[config.mk]
export PLATFORM = sky130hd
export DESIGN_NAME = varint_stream_decoder
export DESIGN_NICKNAME = d
export VERILOG_FILES = /design/src/rtl/vsd_pkg.sv /design/src/rtl/varint_stream_decoder.sv
export SDC_FILE = /design/constraint.sdc
export NUM_CORES = 1
export LEC_CHECK = 0
export BUFFER_PORTS_ARGS = -buffer_cell sky130_fd_sc_hd__buf_2
export CELL_PAD_IN_SITES_DETAIL_PLACEMENT = 1
export CELL_PAD_IN_SITES_GLOBAL_PLACEMENT = 2
export CORE_ASPECT_RATIO = 0.7
export CORE_MARGIN = 5
export CORE_UTILIZATION = 44
export DETAILED_ROUTE_END_ITERATION = 10
export GPL_TIMING_DRIVEN = 1
export PLACE_DENSITY_LB_ADDON = 0.08
export SLEW_MARGIN = 5
export SYNTH_ARGS = -nofsm -noshare
export SYNTH_HDL_FRONTEND = slang
export SYNTH_SLANG_ARGS = --single-unit
[constraint.sdc]
create_clock -name clk -period 18.1 [get_ports clk]
set_input_delay 0 -clock clk [delete_from_list [all_inputs] [get_ports clk]]
set_output_delay 0 -clock clk [all_outputs]
set_load 0.02 [all_outputs]
[src/rtl/vsd_pkg.sv]
// Package for the varint stream decoder.
// Field widths, octet bit positions and status codes. No dependencies.
package vsd_pkg;

    localparam int OCTET_W  = 8;
    localparam int VALUE_W  = 64;
    localparam int COUNT_W  = 4;
    localparam int STATUS_W = 2;
    localparam int GROUP_W  = 7;

    localparam int MORE_BIT = 7;
    localparam int SIGN_BIT = 6;

    localparam logic [COUNT_W-1:0] MAX_OCTETS = 4'd10;

    localparam logic [OCTET_W-1:0] LEAD_UNSIGNED_OK = 8'h81;
    localparam logic [OCTET_W-1:0] LEAD_SIGNED_POS  = 8'h80;
    localparam logic [OCTET_W-1:0] LEAD_SIGNED_NEG  = 8'hff;

    // m_tdata: decoded_value, octet_count, zero pad to whole bytes
    localparam int M_TDATA_W = ((VALUE_W + COUNT_W + 7) / 8) * 8;

    localparam logic [STATUS_W-1:0] STATUS_OK        = 2'd0;
    localparam logic [STATUS_W-1:0] STATUS_TOO_LONG  = 2'd1;
    localparam logic [STATUS_W-1:0] STATUS_MALFORMED = 2'd2;

    typedef struct packed {
        logic [VALUE_W-1:0]  value;
        logic [COUNT_W-1:0]  count;
        logic [STATUS_W-1:0] status;
    } result_t;

endpackage

[src/rtl/varint_stream_decoder.sv]
// Varint stream decoder: big-endian 7-bit groups, unsigned or signed mode.
// A finished result goes to the output register, or to the skid slot if m_tready stalls one.
// Throughput: one octet beat per cycle while the skid slot is empty; a two-entry output
// (register + skid) keeps s_tready high while one result waits on a stalled m_tready.
// Reset (rst_n, async, active low): decoder restarts, no result pending.
// Depends on vsd_pkg.
module varint_stream_decoder
    import vsd_pkg::*;
(
    input  logic                  clk,
    input  logic                  rst_n,

    input  logic                  s_tvalid,
    output logic                  s_tready,
    input  logic [OCTET_W-1:0]    s_tdata,   // [7:0] octet
    input  logic                  s_tuser,   // [0] func (0 unsigned, 1 signed)

    output logic                  m_tvalid,
    input  logic                  m_tready,
    output logic [M_TDATA_W-1:0]  m_tdata,   // [63:0] decoded_value, [67:64] octet_count,
                                             // [71:68] zero
    output logic [STATUS_W-1:0]   m_tuser    // [1:0] status
);

    // decoder state
    logic [VALUE_W-1:0] acc_reg;
    logic [COUNT_W-1:0] seen_reg;
    logic [OCTET_W-1:0] lead_reg;
    logic               mode_reg;

    // output register and skid slot
    result_t out_reg;
    logic    out_valid_reg;
    result_t skid_reg;
    logic    skid_valid_reg;

    logic               s_fire;
    logic               m_fire;
    logic               first;
    logic               mode;
    logic [OCTET_W-1:0] lead;
    logic [VALUE_W-1:0] acc_base;
    logic [VALUE_W-1:0] acc_next;
    logic [COUNT_W-1:0] count;
    logic               more;
    logic               has_result;
    logic               bad_lead;
    result_t            res;

    assign s_tready = !skid_valid_reg;
    assign s_fire   = s_tvalid && s_tready;
    assign m_fire   = out_valid_reg && m_tready;

    // first octet of an integer samples mode and leading octet
    assign first = (seen_reg == '0);
    assign mode  = first ? s_tuser : mode_reg;
    assign lead  = first ? s_tdata : lead_reg;

    always_comb
    begin
        if (first)
        begin
            acc_base = (s_tuser && s_tdata[SIGN_BIT]) ? '1 : '0;
        end
        else
        begin
            acc_base = acc_reg;
        end
    end

    // shift in one group; bits above 63 drop off
    assign acc_next = {acc_base[VALUE_W-GROUP_W-1:0], s_tdata[GROUP_W-1:0]};
    assign count    = seen_reg + 1'b1;
    assign more     = s_tdata[MORE_BIT];

    assign has_result = !more || (count == MAX_OCTETS);

    assign bad_lead = mode ? ((lead != LEAD_SIGNED_POS) && (lead != LEAD_SIGNED_NEG))
                           : (lead != LEAD_UNSIGNED_OK);

    always_comb
    begin
        res.value  = acc_next;
        res.count  = count;
        res.status = STATUS_OK;
        if (more)
        begin
            // tenth octet still wants more
            res.value  = '0;
            res.count  = MAX_OCTETS;
            res.status = STATUS_TOO_LONG;
        end
        else if ((count == MAX_OCTETS) && bad_lead)
        begin
            res.value  = '0;
            res.status = STATUS_MALFORMED;
        end
    end

    // decoder state: only the octet count is control
    always_ff @(posedge clk or negedge rst_n)
    begin
        if (!rst_n)
        begin
            seen_reg <= '0;
        end
        else if (s_fire)
        begin
            seen_reg <= has_result ? '0 : count;
        end
    end

    always_ff @(posedge clk)
    begin
        if (s_fire)
        begin
            acc_reg  <= acc_next;
            lead_reg <= lead;
            mode_reg <= mode;
        end
    end

    // output register with skid slot
    always_ff @(posedge clk or negedge rst_n)
    begin
        if (!rst_n)
        begin
            out_valid_reg  <= 1'b0;
            skid_valid_reg <= 1'b0;
        end
        else if (skid_valid_reg)
        begin
            if (m_fire)
            begin
                skid_valid_reg <= 1'b0;
            end
        end
        else if (s_fire && has_result)
        begin
            if (out_valid_reg && !m_tready)
            begin
                skid_valid_reg <= 1'b1;
            end
            else
            begin
                out_valid_reg <= 1'b1;
            end
        end
        else if (m_fire)
        begin
            out_valid_reg <= 1'b0;
        end
    end

    always_ff @(posedge clk)
    begin
        if (skid_valid_reg)
        begin
            if (m_fire)
            begin
                out_reg <= skid_reg;
            end
        end
        else if (s_fire && has_result)
        begin
            if (out_valid_reg && !m_tready)
            begin
                skid_reg <= res;
            end
            else
            begin
                out_reg <= res;
            end
        end
    end

    assign m_tvalid = out_valid_reg;
    assign m_tdata  = {{(M_TDATA_W-VALUE_W-COUNT_W){1'b0}}, out_reg.count, out_reg.value};
    assign m_tuser  = out_reg.status;

endmodule
After elaboration in Yosys (flattened, before gate mapping)
Index checks and enable logic that the tools add are counted.
{ "totals": {"regBits": 212, "input_bits": 13, "output_inout_bits": 76, "elab_cells": 60} }
{ "op_classes": {"addsub": 1, "eq_ne": 7, "mux": 22, "bitwise": 1, "reduce_logical": 17} }
{ "ops": {"columns": ["op", "count"], "rows": [
  ["2-to-1 mux 70 bit", 4],
  ["2-to-1 mux 64 bit", 2],
  ["2-to-1 mux 57 bit", 2],
  ["!= test 8 bit, second input constant", 3],
  ["2-to-1 mux 1 bit", 9],
  ["AND reduction 3 bit", 3],
  ["2-to-1 mux 4 bit", 2],
  ["2-to-1 mux 8 bit", 1],
  ["logical AND 1 bit", 7],
  ["adder 4 x 1 -> 4 bit, second input constant", 1],
  ["== test 4 bit, second input constant", 1],
  ["logical NOT 4 bit", 1],
  ["2-to-1 mux 2 bit", 2],
  ["!= test 2 bit, second input constant", 2],
  ["nonzero test 2 bit", 2],
  ["logical NOT 1 bit", 3],
  ["!= test 2 x 1 -> 1 bit, second input constant", 1],
  ["logical OR 1 bit", 1],
  ["inverter 1 bit", 1]
]} }

Longest topological paths before layout
{ "logic_depth": {"ltp_word": 11, "ltp_mapped": 9, "depth_no_buf": 6} }

Worst setup path before layout
Ideal clock, no wire load.
{ "synth_timing": {"kind": "flip-flop to flip-flop", "startpoint": "register skid_valid_reg", "endpoint": "register skid_reg[0] in the netlist's numbering, enable pin", "setup_ns": 0.600, "arrival_ns": 8.035, "required_time_ns": 17.500, "path_slack_ns": 9.465, "path_stages_with_launch": 7, "n_path_buf": 1, "synth_period_minus_slack_ns": 8.635, "path_cell_list": "dfrtp_1 clkbuf_1 inv_1 nand2_1 inv_1 o21ai_0 nor3b_1"} }
{ "synth_via": {"elab_chain_len": 4, "elab_cells_between_ends": 5, "cone_classes": "bitwise: 1; reduce/logical: 4"} }
{ "synth_lines": {"columns": ["item", "line", "rtl"], "rows": [
  ["start: declaration", "varint_stream_decoder.sv:35", "logic skid_valid_reg;"],
  ["start signal: assignment", "varint_stream_decoder.sv:129", "skid_valid_reg <= 1'b0;"],
  ["start signal: assignment", "varint_stream_decoder.sv:135", "skid_valid_reg <= 1'b0;"],
  ["start signal: assignment", "varint_stream_decoder.sv:142", "skid_valid_reg <= 1'b1;"],
  ["logical NOT 1 bit", "varint_stream_decoder.sv:50", "assign s_tready = !skid_valid_reg;"],
  ["net s_tready", "varint_stream_decoder.sv:14", "output logic s_tready,"],
  ["logical AND 1 bit", "varint_stream_decoder.sv:51", "assign s_fire = s_tvalid && s_tready;"],
  ["net s_fire", "varint_stream_decoder.sv:37", "logic s_fire;"],
  ["logical AND 1 bit", "varint_stream_decoder.sv:164", "else if (s_fire && has_result)"],
  ["AND reduction 3 bit (no source line)", null, null],
  ["end signal: assignment", "varint_stream_decoder.sv:168", "skid_reg <= res;"],
  ["end: declaration", "varint_stream_decoder.sv:34", "result_t skid_reg;"]
]} }
The timed path passes the listed nets, and every way through them passes these cells.
A chain may end at the register's enable or synchronous reset.

Final worst setup path
{ "layout_timing": {"startpoint": "register seen_reg[0]", "endpoint": "register out_reg (netlist bit m_tdata[21]) (data pin)"} }
{ "layout_via": {"elab_chain_len": 11, "elab_cells_between_ends": 17, "cone_classes": "add/sub: 1; eq/ne: 4; mux: 9; reduce/logical: 3"} }
{ "layout_lines": {"columns": ["item", "line", "rtl"], "rows": [
  ["start: declaration", "varint_stream_decoder.sv:27", "logic [COUNT_W-1:0] seen_reg;"],
  ["start signal: assignment", "varint_stream_decoder.sv:109", "seen_reg <= has_result ? '0 : count;"],
  ["logical NOT 4 bit", "varint_stream_decoder.sv:55", "assign first = (seen_reg == '0);"],
  ["2-to-1 mux 8 bit", "varint_stream_decoder.sv:57", "assign lead = first ? s_tdata : lead_reg;"],
  ["!= test 8 bit", "varint_stream_decoder.sv:78", "assign bad_lead = mode ? ((lead != LEAD_SIGNED_POS) && (lead != LEAD_SIGNED_NEG))"],
  ["logical AND 1 bit", "varint_stream_decoder.sv:78", null],
  ["2-to-1 mux 1 bit", "varint_stream_decoder.sv:78", null],
  ["logical AND 1 bit", "varint_stream_decoder.sv:93", "else if ((count == MAX_OCTETS) && bad_lead)"],
  ["2-to-1 mux 64 bit (*)", "varint_stream_decoder.sv:93", null],
  ["2-to-1 mux 64 bit (*)", "varint_stream_decoder.sv:86", "if (more)"],
  ["2-to-1 mux 70 bit (*)", "varint_stream_decoder.sv:166", "if (out_valid_reg && !m_tready)"],
  ["2-to-1 mux 70 bit (*)", "varint_stream_decoder.sv:164", null],
  ["2-to-1 mux 70 bit (*)", "varint_stream_decoder.sv:157", "if (skid_valid_reg)"],
  ["end signal: assignment", "varint_stream_decoder.sv:161", "out_reg <= skid_reg;"],
  ["end signal: assignment", "varint_stream_decoder.sv:172", "out_reg <= res;"],
  ["end: declaration", "varint_stream_decoder.sv:32", "result_t out_reg;"]
]} }
Every way passes the cells marked *; elsewhere a longest branch is shown, timed or not. The select of a mux whose other input is x is not followed.

==> results summary <==
After layout, the minimum clock period comes to 3.34 ns. The count of input and output buffers came out at 84. The number of hold-slack violations in the final timing report was 0. The length of the first detailed-routing pass in iterations is 4. The mean routed wirelength per cell came out at 21.1 um. Counting both buffers and inverters, the worst setup path holds a total of 1. The kind of end point of the critical path is a flip-flop. The netlist area before placement is 9670 um^2. The number of synthesized register bits is 212. The most critical setup path has its startpoint at seen_reg[0]. By area, the combinational part of the netlist is dominated by compound AO/OA/AOI/OAI gates. The placed wire-length estimate came out at 12.8 mm. The critical path depth in cells is 6.

On the critical path, the stage with the largest delay is an instance of sky130_fd_sc_hd__buf_4. The arrival time of the worst setup path is 3.49 ns. The tree is rooted in a sky130_fd_sc_hd__clkbuf_16.

The TritonCTS buffer count is 23. The total core area is 21700 um^2. In the global route stage, overall resource usage came out at 0.186.

The synthesized netlist contains 45 unique library cells. In this run the critical register-to-register path is captured at m_tdata[21]. The count of nets after finishing came out at 831. The total number of yosys warnings is 0. The fraction of final layout cells sized beyond drive strength 1 came out at 0.233. Counting flops with an async set or reset pin after synthesis yields a share of 0.0283.

For this design the static power due to leakage is 4.00 nW. The per-cell via count in the routed design came out at 5.66. The initial core utilization is 0.446.

The fraction of the mapped netlist area in compound gates came to 0.138. The congestion estimate from routability-driven global placement came to 0.753. Setup repair after global routing left no endpoint under its margin. The vertical extent of the die is 134 um. Based on the critical path, the design can be clocked at up to 0.300 GHz. The first global-routing pass estimated 37.8 mm of wire.

The power per unit of standard cell area is 126 nW/um^2. The post-cts sizing count came out at 0. The die area came out at 25100 um^2. The number of core rows came out at 45. The tree built by TritonCTS fans out to 212 sinks. STA classifies the critical path startpoint as a flip-flop. The maximum single-stage delay on the critical path is 0.87 ns.

The area share of and/or/nand/nor cells after synthesis is 0.0945. The number of enable flip-flop cells after synthesis came out at 206. The number of DRC markers after the initial detailed-route iteration came out at 381.

Each instance of the synthesized netlist takes up on average 12.9 um^2. The final route contains 6298 vias. Grouping stages by cell kind, the critical path spends the most delay in buffers and inverters. The number of stages on the worst hold path is 2.

The overflow left after global routing came out at 0. The portion of netlist area occupied by mux cells came out at 0.0713. The required time of the worst setup path is 18.26 ns. The count of nets left with antenna violations once routing finished came out at 0. Clock-pin slew was measured on the worst setup and hold paths at 0.06 ns. The library cell used most frequently in the layout, excluding fill and tap cells, is sky130_fd_sc_hd__edfxtp_1.

For this run, the register share of the synthesized area comes to 0.655. The critical path is of the flip-flop to flip-flop type. The number of max-slew violations in the final report is 0. The post-route clock skew is 0.00975 ns. The via count of the first global-routing pass came out at 6642. The run finished with clean final reports.

The top-level I/O count is 89. Walking the worst path, the cells encountered are ha_1 > nand3_1 > a21oi_1 > or2_4 > buf_4 > a31oi_1. Across the VDD grid, the largest voltage drop is 0.0573 mV. In the synthesized netlist the dominant register cell turns out to be sky130_fd_sc_hd__edfxtp_1.

The CTS tree is yes. The post-synthesis share of cell area spent on full adders, half adders and majority gates came out at 0.00388. The final setup TNS came out at 0 ns.

The deepest clock path buffer count came out at 3. After technology mapping, the gate count stands at 750. The capturing instance or port of the critical path is m_tdata[21].

The worst slew margin relative to its limit is 0.277. The cell count of the worst reg-to-reg path is 6. The beginning of the worst register-to-register path is seen_reg[0]. The number of violations of the max-capacitance limit came out at 0. The repair_antennas step left the layout with diodes totalling 0. In the layout the commonest cells are sky130_fd_sc_hd__edfxtp_1, sky130_fd_sc_hd__nand2_1, sky130_fd_sc_hd__buf_2. In this run the worst hold path is classified as input port to flip-flop. The setup-violating endpoint count in the final report is 0.

The chip width is 187 um. The measured slew at the worst slew-check pin is 1.08 ns. The buffers inserted during post-CTS setup optimization came out at 0. The pin count of the biggest net entering global routing came out at 95. The overall power is 1.39 mW. The worst reg-to-reg setup slack came out at 14.76 ns.

The hold-fix buffer count after cts is 12. The register with the most flip-flops in the layout has 70 of them. Relative to the synthesized area, the layout overhead comes to 14.5%.

The worst-skew pair later-pin latency came out at 0.50 ns. The number of antenna violations at the first check in global routing came to 0. In the routed design, unresolved DRC markers number 0.

Along the worst path, the maximum fanout reaches 94. The final worst-path cycle share is 0.184. The post-synthesis share of cell area spent on xor and xnor gates came out at 0.00181. The CTS H-tree depth is 1. After detailed routing, the total wire length is 23.5 mm.
## power breakdown
group | internal, mW | switching, mW
clock network | 0.254 | 0.185
registers | 0.631 | 0.0240
logic | 0.111 | 0.186
total | 0.997 | 0.396
## worst reg2reg max path, stage by stage (launching register included)
cell and delay [ns]:
sky130_fd_sc_hd__dfrtp_1 0.47, sky130_fd_sc_hd__ha_1 0.32, sky130_fd_sc_hd__nand3_1 0.13, sky130_fd_sc_hd__a21oi_1 0.36, sky130_fd_sc_hd__or2_4 0.48, sky130_fd_sc_hd__buf_4 0.88, sky130_fd_sc_hd__a31oi_1 0.36
## worst min-delay path by stage
stage	startpoint	endpoint
2_1_floorplan	rst_n	m_tvalid
3_3_place_gp	rst_n	seen_reg[0]
3_5_place_dp	rst_n	seen_reg[0]
4_1_cts	s_tdata[7]	seen_reg[2]
5_1_grt	s_tdata[2]	acc_reg[2]
6_report	s_tdata[7]	skid_reg[0]
## layout make-up
| type | count | area, um^2 |
|---|---|---|
| Fill cell | 2193 | 10600 |
| Sequential cell | 212 | 6340 |
| Multi-Input combinational cell | 464 | 3040 |
| Timing Repair Buffer | 108 | 631 |
| Clock buffer | 29 | 618 |
| Tap cell | 282 | 353 |
| Clock inverter | 12 | 77.6 |
| Inverter | 6 | 22.5 |
## cell families (layout without fill, tap and decap cells)
| logic type | Yosys count | after routing |
|---|---|---|
| compound gates | 208 | 208 |
| xor+xnor | 2 | 2 |
| fa+ha+maj | 3 | 3 |
| buf+inv | 77 | 155 |
| flops | 212 | 212 |
| mux | 62 | 62 |
| other cells | 1 | 4 |
| simple gates | 185 | 185 |
## per-layer routing
layer | part of all wire | GRT usage | up-vias
li1 | - | - | 2921
met1 | 0.48 | 0.261 | 3216
met2 | 0.46 | 0.306 | 128
met3 | 0.040 | 0.0320 | 33
met4 | 0.018 | 0.0411 | 0
met5 | 0 | 0 | -
## synth_stat cells, drive strengths merged (2+ instances only)
master  number  area [um^2]
nor4         3         18.8
o21ai        6         30.0
mux2        55          619
o21a         7         52.6
inv          6         22.5
nor3b        2         15.0
nand2b      58          363
nand4        3         18.8
nand2       97          364
nor2         5         18.8
a211oi       8         65.1
clkbuf      45          169
buf         26          149
ha           3         37.5
edfxtp     206         6190
a21oi       59          295
a31oi       64          400
or2          3         18.8
dfrtp        6          150
o31ai        2         15.0
or3b         2         17.5
nand3        4         20.0
a21boi      57          428
mux2i        7         70.1
## stage by stage
step / setup slack, ns / hold slack, ns / utilization / area [um^2] / instances
floorplan: 9.47 / -0.296 / - / 9680 / 753
global placement: 14.89 / -0.162 / 0.473 / 10300 / 1060
detailed placement: 14.78 / -0.165 / 0.473 / 10300 / 1060
CTS: 14.75 / 0.270 / 0.511 / 11100 / 1113
global route: 14.52 / 0.291 / 0.511 / 11100 / 1113
finish: 14.76 / 0.276 / 0.511 / 11100 / 1113
(Power assumes the default switching activity.)
